==> src/sv/circular_deque_top_macros.svh <==
// Assertion macros for the circular deque top level.
`ifndef CIRCULAR_DEQUE_TOP_MACROS_SVH
`define CIRCULAR_DEQUE_TOP_MACROS_SVH

// Condition that must hold at every clock edge out of reset.
`define CDQ_ASSERT_NOW(lbl, cond, msg) \
  lbl: assert property (@(posedge clk) disable iff (!rst_n) (cond)) else $error(msg);

// Antecedent at one edge implies consequent at the next edge.
`define CDQ_ASSERT_NEXT(lbl, ante, cons, msg) \
  lbl: assert property (@(posedge clk) disable iff (!rst_n) (ante) |=> (cons)) else $error(msg);

`endif

==> src/sv/cdq_pkg.sv <==
// Shared constants, operation codes and cell control type for the circular deque.
`timescale 1ns / 1ps

package cdq_pkg;

  localparam int DEF_MAX_DEPTH  = 16;
  localparam int DEF_VALUE_BITS = 32;

  localparam int CAP_BITS  = 5;
  localparam int CAP_RESET = 16;

  localparam int MODE_BITS = 3;
  localparam logic [MODE_BITS-1:0] MODE_NONE       = 3'd0;
  localparam logic [MODE_BITS-1:0] MODE_PUSH_FRONT = 3'd1;
  localparam logic [MODE_BITS-1:0] MODE_PUSH_REAR  = 3'd2;
  localparam logic [MODE_BITS-1:0] MODE_POP_FRONT  = 3'd3;
  localparam logic [MODE_BITS-1:0] MODE_POP_REAR   = 3'd4;

  localparam int CFG_ADDR_W = 2;
  localparam int CFG_DATA_W = 32;
  localparam logic [CFG_ADDR_W-1:0] REG_CAPACITY = 2'd0;

  // One-hot (or all-zero) command broadcast to every cell.
  typedef struct packed {
    logic clear;
    logic push_front;
    logic push_rear;
    logic pop_front;
    logic pop_rear;
  } cell_ctl_t;

endpackage

==> src/sv/cdq_cell.sv <==
// One deque cell: holds one value and its occupied flag, shifts with its neighbors.
`timescale 1ns / 1ps

module cdq_cell #(
  parameter int VALUE_BITS = cdq_pkg::DEF_VALUE_BITS
) (
  input  logic                  clk,
  input  logic                  rst_n,
  input  cdq_pkg::cell_ctl_t    ctl,
  input  logic [VALUE_BITS-1:0] push_val,
  input  logic [VALUE_BITS-1:0] left_val,
  input  logic                  left_vld,
  input  logic [VALUE_BITS-1:0] right_val,
  input  logic                  right_vld,
  output logic [VALUE_BITS-1:0] val_o,
  output logic                  vld_o,
  output logic [VALUE_BITS-1:0] val_nxt_o,
  output logic                  vld_nxt_o
);

  logic [VALUE_BITS-1:0] val_r, val_nxt;
  logic                  vld_r, vld_nxt;

  always_comb begin
    val_nxt = val_r;
    vld_nxt = vld_r;
    if (ctl.clear) begin
      vld_nxt = 1'b0;
    end else if (ctl.push_front) begin
      val_nxt = left_val;
      vld_nxt = left_vld;
    end else if (ctl.push_rear) begin
      // first free slot takes the value
      if (!vld_r && left_vld) begin
        val_nxt = push_val;
        vld_nxt = 1'b1;
      end
    end else if (ctl.pop_front) begin
      val_nxt = right_val;
      vld_nxt = right_vld;
    end else if (ctl.pop_rear) begin
      // last occupied slot drops out
      if (vld_r && !right_vld) begin
        vld_nxt = 1'b0;
      end
    end
  end

  always_ff @(posedge clk) begin
    if (!rst_n) begin
      vld_r <= 1'b0;
    end else begin
      vld_r <= vld_nxt;
    end
  end

  always_ff @(posedge clk) begin
    val_r <= val_nxt;
  end

  assign val_o     = val_r;
  assign vld_o     = vld_r;
  assign val_nxt_o = val_nxt;
  assign vld_nxt_o = vld_nxt;

endmodule

==> src/sv/circular_deque_top.sv <==
// Top level of the circular deque: cell row, capacity register, item handshake.
`timescale 1ns / 1ps
// Double-ended queue with a programmable capacity (1..MAX_DEPTH entries).
// Input channel in_*: tdata = {pad, value, mode}; mode 0 none, 1 push front,
//   2 push rear, 3 pop front, 4 pop rear (5..7 act as none).
// Output channel out_*: one item per input item with accepted, front value,
//   rear value (both -1 when empty), is_empty and is_full, all after the operation.
// Config port cfg_* (APB-like): capacity at byte address 0; a write keeps the
//   low five bits (clipped to 1..MAX_DEPTH in use) and empties the deque.
// Storage is a row of cells with the front in cell 0; a front push or pop shifts the
//   whole row by one cell, a rear push or pop changes only the end cell; no pointer math.
// The result is registered: the output register loads it when the input item is taken.
// Throughput: one item per cycle unless the output stalls; the cell row updates in
//   the cycle an item is taken and the output register is loaded from the cells' next values.
// Reset: capacity 16, deque empty, output register empty.
// Stall: if out_tready is low while a result is held, in_tready drops and
//   the held result stays until it is taken; no item is lost or repeated.
`include "circular_deque_top_macros.svh"

module circular_deque_top #(
  parameter  int MAX_DEPTH  = cdq_pkg::DEF_MAX_DEPTH,
  parameter  int VALUE_BITS = cdq_pkg::DEF_VALUE_BITS,
  // stream widths, padded to whole bytes
  localparam int IN_W       = ((cdq_pkg::MODE_BITS + VALUE_BITS + 7) / 8) * 8,
  localparam int OUT_W      = ((3 + 2 * VALUE_BITS + 7) / 8) * 8
) (
  input  logic                           clk,
  input  logic                           rst_n,
  // in_tdata: mode[2:0], value[VALUE_BITS+2:3], zero pad
  input  logic                           in_tvalid,
  output logic                           in_tready,
  input  logic [IN_W-1:0]                in_tdata,
  // out_tdata: accepted, front_value, rear_value, is_empty, is_full, zero pad
  output logic                           out_tvalid,
  input  logic                           out_tready,
  output logic [OUT_W-1:0]               out_tdata,
  input  logic                           cfg_psel,
  input  logic                           cfg_penable,
  input  logic                           cfg_pwrite,
  input  logic [cdq_pkg::CFG_ADDR_W-1:0] cfg_paddr,
  input  logic [cdq_pkg::CFG_DATA_W-1:0] cfg_pwdata,
  output logic [cdq_pkg::CFG_DATA_W-1:0] cfg_prdata,
  output logic                           cfg_pready
);

  localparam int CNT_W   = $clog2(MAX_DEPTH + 1);
  localparam int CW      = (CNT_W > cdq_pkg::CAP_BITS) ? CNT_W : cdq_pkg::CAP_BITS;

  // ---------------- configuration ----------------
  logic [cdq_pkg::CAP_BITS-1:0] cap_raw_r;
  logic [CW-1:0]                cap_ext, cap_eff;
  logic                         cfg_wr;

  assign cfg_pready = 1'b1;
  assign cfg_wr     = cfg_psel && cfg_penable && cfg_pwrite && cfg_pready
                      && (cfg_paddr == cdq_pkg::REG_CAPACITY);
  assign cfg_prdata = (cfg_paddr == cdq_pkg::REG_CAPACITY) ?
                      cdq_pkg::CFG_DATA_W'(cap_raw_r) : '0;

  always_ff @(posedge clk) begin
    if (!rst_n) begin
      cap_raw_r <= cdq_pkg::CAP_BITS'(cdq_pkg::CAP_RESET);
    end else if (cfg_wr) begin
      cap_raw_r <= cfg_pwdata[cdq_pkg::CAP_BITS-1:0];
    end
  end

  // capacity 0 acts as 1, above MAX_DEPTH acts as MAX_DEPTH
  assign cap_ext = CW'(cap_raw_r);
  assign cap_eff = (cap_ext == '0) ? CW'(1) :
                   (cap_ext > CW'(MAX_DEPTH)) ? CW'(MAX_DEPTH) : cap_ext;

  // ---------------- input decode ----------------
  logic [cdq_pkg::MODE_BITS-1:0] mode;
  logic [VALUE_BITS-1:0]         value;
  logic                          in_fire;
  logic [CNT_W-1:0]              count_r, count_nxt;
  logic                          full, empty;
  logic                          accepted;
  cdq_pkg::cell_ctl_t            ctl;

  assign mode    = in_tdata[cdq_pkg::MODE_BITS-1:0];
  assign value   = in_tdata[cdq_pkg::MODE_BITS +: VALUE_BITS];
  assign in_fire = in_tvalid && in_tready;
  assign full    = CW'(count_r) >= cap_eff;
  assign empty   = (count_r == '0);

  always_comb begin
    ctl       = '0;
    accepted  = 1'b1;
    count_nxt = count_r;
    if (cfg_wr) begin
      ctl.clear = 1'b1;
      count_nxt = '0;
    end else if (in_fire) begin
      case (mode)
        cdq_pkg::MODE_PUSH_FRONT, cdq_pkg::MODE_PUSH_REAR: begin
          if (full) begin
            accepted = 1'b0;
          end else begin
            ctl.push_front = (mode == cdq_pkg::MODE_PUSH_FRONT);
            ctl.push_rear  = (mode == cdq_pkg::MODE_PUSH_REAR);
            count_nxt      = count_r + CNT_W'(1);
          end
        end
        cdq_pkg::MODE_POP_FRONT, cdq_pkg::MODE_POP_REAR: begin
          if (empty) begin
            accepted = 1'b0;
          end else begin
            ctl.pop_front = (mode == cdq_pkg::MODE_POP_FRONT);
            ctl.pop_rear  = (mode == cdq_pkg::MODE_POP_REAR);
            count_nxt     = count_r - CNT_W'(1);
          end
        end
        default: begin
          accepted = 1'b1;
        end
      endcase
    end
  end

  always_ff @(posedge clk) begin
    if (!rst_n) begin
      count_r <= '0;
    end else begin
      count_r <= count_nxt;
    end
  end

  // ---------------- cell row ----------------
  logic [VALUE_BITS-1:0] val_q   [MAX_DEPTH];
  logic [VALUE_BITS-1:0] val_nxt [MAX_DEPTH];
  logic [MAX_DEPTH-1:0]  vld_q, vld_nxt;

  for (genvar i = 0; i < MAX_DEPTH; i++) begin : g_cell
    logic [VALUE_BITS-1:0] l_val, r_val;
    logic                  l_vld, r_vld;

    if (i == 0) begin : g_head
      assign l_val = value;
      assign l_vld = 1'b1;
    end else begin : g_mid_l
      assign l_val = val_q[i-1];
      assign l_vld = vld_q[i-1];
    end

    if (i == MAX_DEPTH - 1) begin : g_tail
      assign r_val = '0;
      assign r_vld = 1'b0;
    end else begin : g_mid_r
      assign r_val = val_q[i+1];
      assign r_vld = vld_q[i+1];
    end

    cdq_cell #(
      .VALUE_BITS (VALUE_BITS)
    ) u_cell (
      .clk       (clk),
      .rst_n     (rst_n),
      .ctl       (ctl),
      .push_val  (value),
      .left_val  (l_val),
      .left_vld  (l_vld),
      .right_val (r_val),
      .right_vld (r_vld),
      .val_o     (val_q[i]),
      .vld_o     (vld_q[i]),
      .val_nxt_o (val_nxt[i]),
      .vld_nxt_o (vld_nxt[i])
    );
  end

  // ---------------- result ----------------
  logic [MAX_DEPTH-1:0]  last_sel;
  logic [VALUE_BITS-1:0] front_nxt, rear_nxt;
  logic                  is_empty_nxt, is_full_nxt;
  logic [OUT_W-1:0]      out_data_nxt;
  logic [OUT_W-1:0]      out_data_r;
  logic                  out_valid_r;

  // occupied cells form a prefix; the rear is the last occupied one
  assign last_sel = vld_nxt & ~(vld_nxt >> 1);

  always_comb begin
    rear_nxt = '0;
    for (int i = 0; i < MAX_DEPTH; i++) begin
      rear_nxt = rear_nxt | ({VALUE_BITS{last_sel[i]}} & val_nxt[i]);
    end
    if (!vld_nxt[0]) begin
      rear_nxt = '1;
    end
  end

  assign front_nxt    = vld_nxt[0] ? val_nxt[0] : '1;
  assign is_empty_nxt = !vld_nxt[0];
  assign is_full_nxt  = (CW'(count_nxt) == cap_eff);
  assign out_data_nxt = OUT_W'({is_full_nxt, is_empty_nxt, rear_nxt, front_nxt, accepted});

  assign in_tready = !out_valid_r || out_tready;

  always_ff @(posedge clk) begin
    if (!rst_n) begin
      out_valid_r <= 1'b0;
    end else if (in_fire) begin
      out_valid_r <= 1'b1;
    end else if (out_tready) begin
      out_valid_r <= 1'b0;
    end
  end

  always_ff @(posedge clk) begin
    if (in_fire) begin
      out_data_r <= out_data_nxt;
    end
  end

  assign out_tvalid = out_valid_r;
  assign out_tdata  = out_data_r;

  // ---------------- assertions ----------------
  `CDQ_ASSERT_NOW(a_count_in_range, CW'(count_r) <= cap_eff, "item count above capacity")
  `CDQ_ASSERT_NOW(a_cells_prefix, ((vld_q >> 1) & ~vld_q) == '0, "occupied cells not a prefix")
  `CDQ_ASSERT_NOW(a_count_matches, $countones(vld_q) == int'(count_r), "count disagrees with cells")
  `CDQ_ASSERT_NEXT(a_full_push_refused,
    in_fire && full && (mode == cdq_pkg::MODE_PUSH_FRONT || mode == cdq_pkg::MODE_PUSH_REAR),
    out_tdata[0] == 1'b0, "push to full deque reported as accepted")
  `CDQ_ASSERT_NEXT(a_cfg_empties, cfg_wr, count_r == '0 && vld_q == '0,
    "capacity write did not empty deque")

endmodule

==> config.mk <==
export PLATFORM = sky130hd
export DESIGN_NAME = circular_deque_top
export DESIGN_NICKNAME = d
export VERILOG_FILES = /design/src/sv/cdq_pkg.sv /design/src/sv/cdq_cell.sv /design/src/sv/circular_deque_top.sv
export VERILOG_INCLUDE_DIRS = /design/src /design/src/sv
export SDC_FILE = /design/constraint.sdc
export NUM_CORES = 2
export LEC_CHECK = 0
export ABC_AREA = 1
export BUFFER_PORTS_ARGS = -buffer_cell sky130_fd_sc_hd__buf_2
export CORE_MARGIN = 4
export CORE_UTILIZATION = 31
export CTS_CLUSTER_SIZE = 20
export DETAILED_ROUTE_END_ITERATION = 12
export PLACE_DENSITY = 0.57
export SYNTH_ARGS = -nofsm -noshare
export SYNTH_HDL_FRONTEND = slang
export SYNTH_SLANG_ARGS = --single-unit
==> constraint.sdc <==
create_clock -name clk -period 8.5 [get_ports clk]
set_clock_uncertainty 0.05 [all_clocks]
set_input_delay 1.275 -clock clk [delete_from_list [all_inputs] [get_ports clk]]
set_output_delay 1.275 -clock clk [all_outputs]
set_load 0.005 [all_outputs]
==> summary.md <==
| Metric | Value |
|---|---|
| PwrDens | around 280 nW/µm² |
| Layout cell share with drive strength beyond 1 | 0.0484 |
| Combinational Power Share | 0.383 |
| Rows | 143 |
| H-Tree Level Count | 3 |
| CTS Buf Count | between 70 and 80 |
| Placed insts | 10300 |
| Pin count of the biggest net entering global routing | roughly 200 |
| GR met1 Demand/Resource | 0.313 |
| Starting Density | 0.313 |
| Distinct cells, synth | 34 |
| Most frequent cells in the layout | nand2_1 (2298), nor2_1 (2180), nand3_1 (1043), inv_1 (645), o21ai_0 (544) |
| Layout area overhead | 6.63% |
| R2r startpoint | cap_ext[2]$_SDFFE_PN0P_ |
| Total track usage | 0.233 |
| Worst-Margin Slew | around 1.1 ns |
| TritonCTS clock tree | done |
| Worst path required time | ~8.9 ns |
| Post-synth EDFFs | between 60 and 70 |
| Status | finished clean |
| Die Footprint | 160000 µm² |
| Mean post-synth cell area | 5.45 µm² |
| Hold Path Class | reg -> reg |
| Chip Width | between 400 and 500 µm |
| Final Hold Fails | 0 |
| Reg area | 12800 µm² |
| Area of the multi-input gates | 28900 µm² |
| Max-Cap Viols | 0 |
| Routability cong. | 0.839 |
| Slew Limit Fails | 0 |
| CP startpoint | cap_ext[2]$_SDFFE_PN0P_ |
| Core area | roughly 150000 µm² |
| Overall power | 0.0142 W |
| Worst vdd ir | 0.000195 V |
| Setup TNS | 0 ns |
| Detail Route Antenna Nets | 0 |
| Seq pwr share | 0.379 |
| Maximum clock rate | 173 MHz |
| Post-CTS Setup Inserts | 0 |
| Synthesized area | 47700 µm² |
| Hold buffers post-CTS | 0 |
| IO Pins | 188 |
| Iteration-0 DRC count of the detailed router | roughly 6700 |
| Switching component of the power | 0.00622 W |
| Final Cell Area | 50900 µm² |
| Number of fillers in the final layout | 17100 |
| Root Buffer | clkbuf_16 |
| Synth Instances | 8752 |
| Internal power | 0.00798 W |
| Clock power share | 0.239 |
| WS Path Type | reg -> reg |
| WL final | 197000 µm |
| Routed wire per std cell | 18.9 µm |
| NumNets Final | 8422 |
| Worst skew pair latency | between 0.6 and 0.7 ns |
| Post-synth ARST share | 0 |
| YS warnings | 0 |
| Clock Sinks | about 610 |
| Routed via count | 55000 |
| First-pass GRT wire length | 302000 µm |
| Final min period | 5.77 ns |
| Met2 Usage GRT | 0.368 |
| Yosys reg bits | 606 |
| Clock-pin slew on the worst setup and hold paths | ~0.070 ns |
| Port Buf Inserts | ~120 |
| DRT Pass-1 Iters | 7 |
| Critical path fanouts, max | 70 |
| Critical Path Source Type | register |
| Setup Viol. Count Final | 0 |
| Initial antenna violation count | 5 |
| Vias in the first global route | 50300 |
| Sequential area share after synthesis | 0.268 |
| Final HPWL DP | approximately 110000 µm |
| Commonest non-fill, non-tap cell in the layout | nand2_1 |
| Worst Path Arrival | 6.17 ns |
| Total gr overflow | 0 |
| GR Layer Usage met3 | 0.0451 |
| Crit share post-route | 0.679 |
| Drc violations | 0 |
| Switch share | 0.438 |
| HP Start | g_cell[14].u_cell.val_o[22]$_DFF_P_ |
| Resized cells post-CTS | 0 |
| Relative slew slack | 0.235 |
| Leakage power | 28.2 nW |
| Dpl cell area | around 48000 µm² |
| Via density | 5.27 |
| Crit end category | register |
| RSZ-0062 raised after global routing | false |
| Top FF cell, synth | dfxtp_1 |
| Final Non-Filler Cells | 10400 |
| CTS max path bufs | 3 |
| DIE HEIGHT | around 400 µm |
| GR peak layer | met2 |
-- cell families after synthesis --
| family | Yosys count | share of synthesized area |
|---|---|---|
| and+or+nand+nor | 6006 | 0.527 |
| AOI/OAI and AO/OA | 666 | 0.0706 |
| adders and majority gates | 7 | 0.00184 |
| buffers and inverters | 1460 | 0.131 |
| xor gates and xnor gates | 5 | 0.000918 |
| DFF | 606 | 0.268 |
| other | 2 | 0.000157 |
-- state kept, by name, summed over array words and instances (netlist names) --
| signal | count |
|---|---|
| count_r | 5 |
| out_tvalid | 1 |
| g_cell.u_cell.val_o | 512 |
| out_tdata | 67 |
| cap_ext | 5 |
| g_cell.u_cell.vld_o | 16 |
-- power by group through the flow --
| stage | logic (W) | registers, W | clock network (W) |
|---|---|---|---|
| after floorplan | 0.00420 | 0.00505 | 0 |
| after global placement | 0.00517 | 0.00533 | 0 |
| after detailed placement | 0.00532 | 0.00539 | 0 |
| after CTS | 0.00535 | 0.00533 | 0.00344 |
| after global routing | 0.00630 | 0.00555 | 0.00353 |
| final | 0.00543 | 0.00538 | 0.00339 |
-- final timing paths --
check / to / slack, ns / depth (start not counted)
hold reg to reg: g_cell[15].u_cell.val_o[22]$_DFF_P_ / 0.43 / 2
hold / removal: g_cell[15].u_cell.val_o[22]$_DFF_P_ / 0.43 / 2
setup / recovery: out_tdata[56]$_SDFFCE_PP1P_ / 2.73 / 21
setup reg to reg: out_tdata[56]$_SDFFCE_PP1P_ / 2.73 / 21
-- critical path: stages, from the launching register on --
cell and delay, ns:
dfxtp_1 0.29, inv_1 0.11, nand3_1 0.09, a21oi_1 0.22, ha_1 0.27, inv_1 0.06
nand2_1 0.05, nand2_1 0.07, nor2_2 0.05, nor2_4 0.12, buf_4 0.56, buf_4 0.84
nand3_1 0.15, nand2_1 0.10, inv_1 0.10, a21oi_4 0.83, nand2_1 0.81, nor2_1 0.26
nor2_1 0.10, nand2_1 0.10, nor2_1 0.04, nand2_1 0.25
-- final cells by class --
class	instances	area share
clock buffer	113	0.0439
antenna	3	0.000148
sequential	606	0.252
inverter	719	0.0531
tap	2030	0.0499
multi-input combinational	6717	0.568
timing repair buffer	215	0.0284
clock inverter	25	0.00502
-- synth_stat cells (2+ instances only) --
| library cell | count | area (µm²) |
|---|---|---|
| buf_4 | 60 | 450 |
| nand3_1 | 1044 | 5230 |
| nand3_2 | 3 | 30.0 |
| buf_6 | 13 | 146 |
| buf_1 | 20 | 75.1 |
| nand3b_1 | 32 | 240 |
| o211ai_1 | 2 | 15.0 |
| a21oi_2 | 3 | 26.3 |
| nor2_2 | 4 | 25.0 |
| nand2_2 | 15 | 93.8 |
| nand4_1 | 407 | 2550 |
| conb_1 | 2 | 7.51 |
| nand2_4 | 2 | 22.5 |
| a21oi_1 | 98 | 490 |
| o21ai_0 | 544 | 2720 |
| nor2_1 | 2181 | 8190 |
| buf_2 | 372 | 1860 |
| edfxtp_1 | 67 | 2010 |
| clkinv_1 | 46 | 173 |
| dfxtp_1 | 539 | 10800 |
| ha_1 | 7 | 87.6 |
| inv_2 | 28 | 105 |
| clkbuf_1 | 276 | 1040 |
| nor2_8 | 2 | 40.0 |
| xor2_1 | 5 | 43.8 |
| o21ai_1 | 15 | 75.1 |
| nand2_1 | 2313 | 8680 |
| nor2_4 | 2 | 22.5 |
| inv_1 | 645 | 2420 |
-- per-layer routing --
layer | part of all wire | vias up
li1 | - | 26800
met1 | 0.43 | 25000
met2 | 0.43 | 2767
met3 | 0.10 | 430
met4 | 0.037 | 2
met5 | 0.000066 | -
-- metrics by stage --
step	setup slack, ns	utilization	hold WS [ns]
after floorplan	4.09	-	0.411
after global placement	2.14	0.317	0.428
after detailed placement	2.13	0.317	0.436
after CTS	2.76	0.334	0.431
after global routing	2.50	0.334	0.483
final	2.73	0.334	0.430
Power figures use the tool's default switching activity.
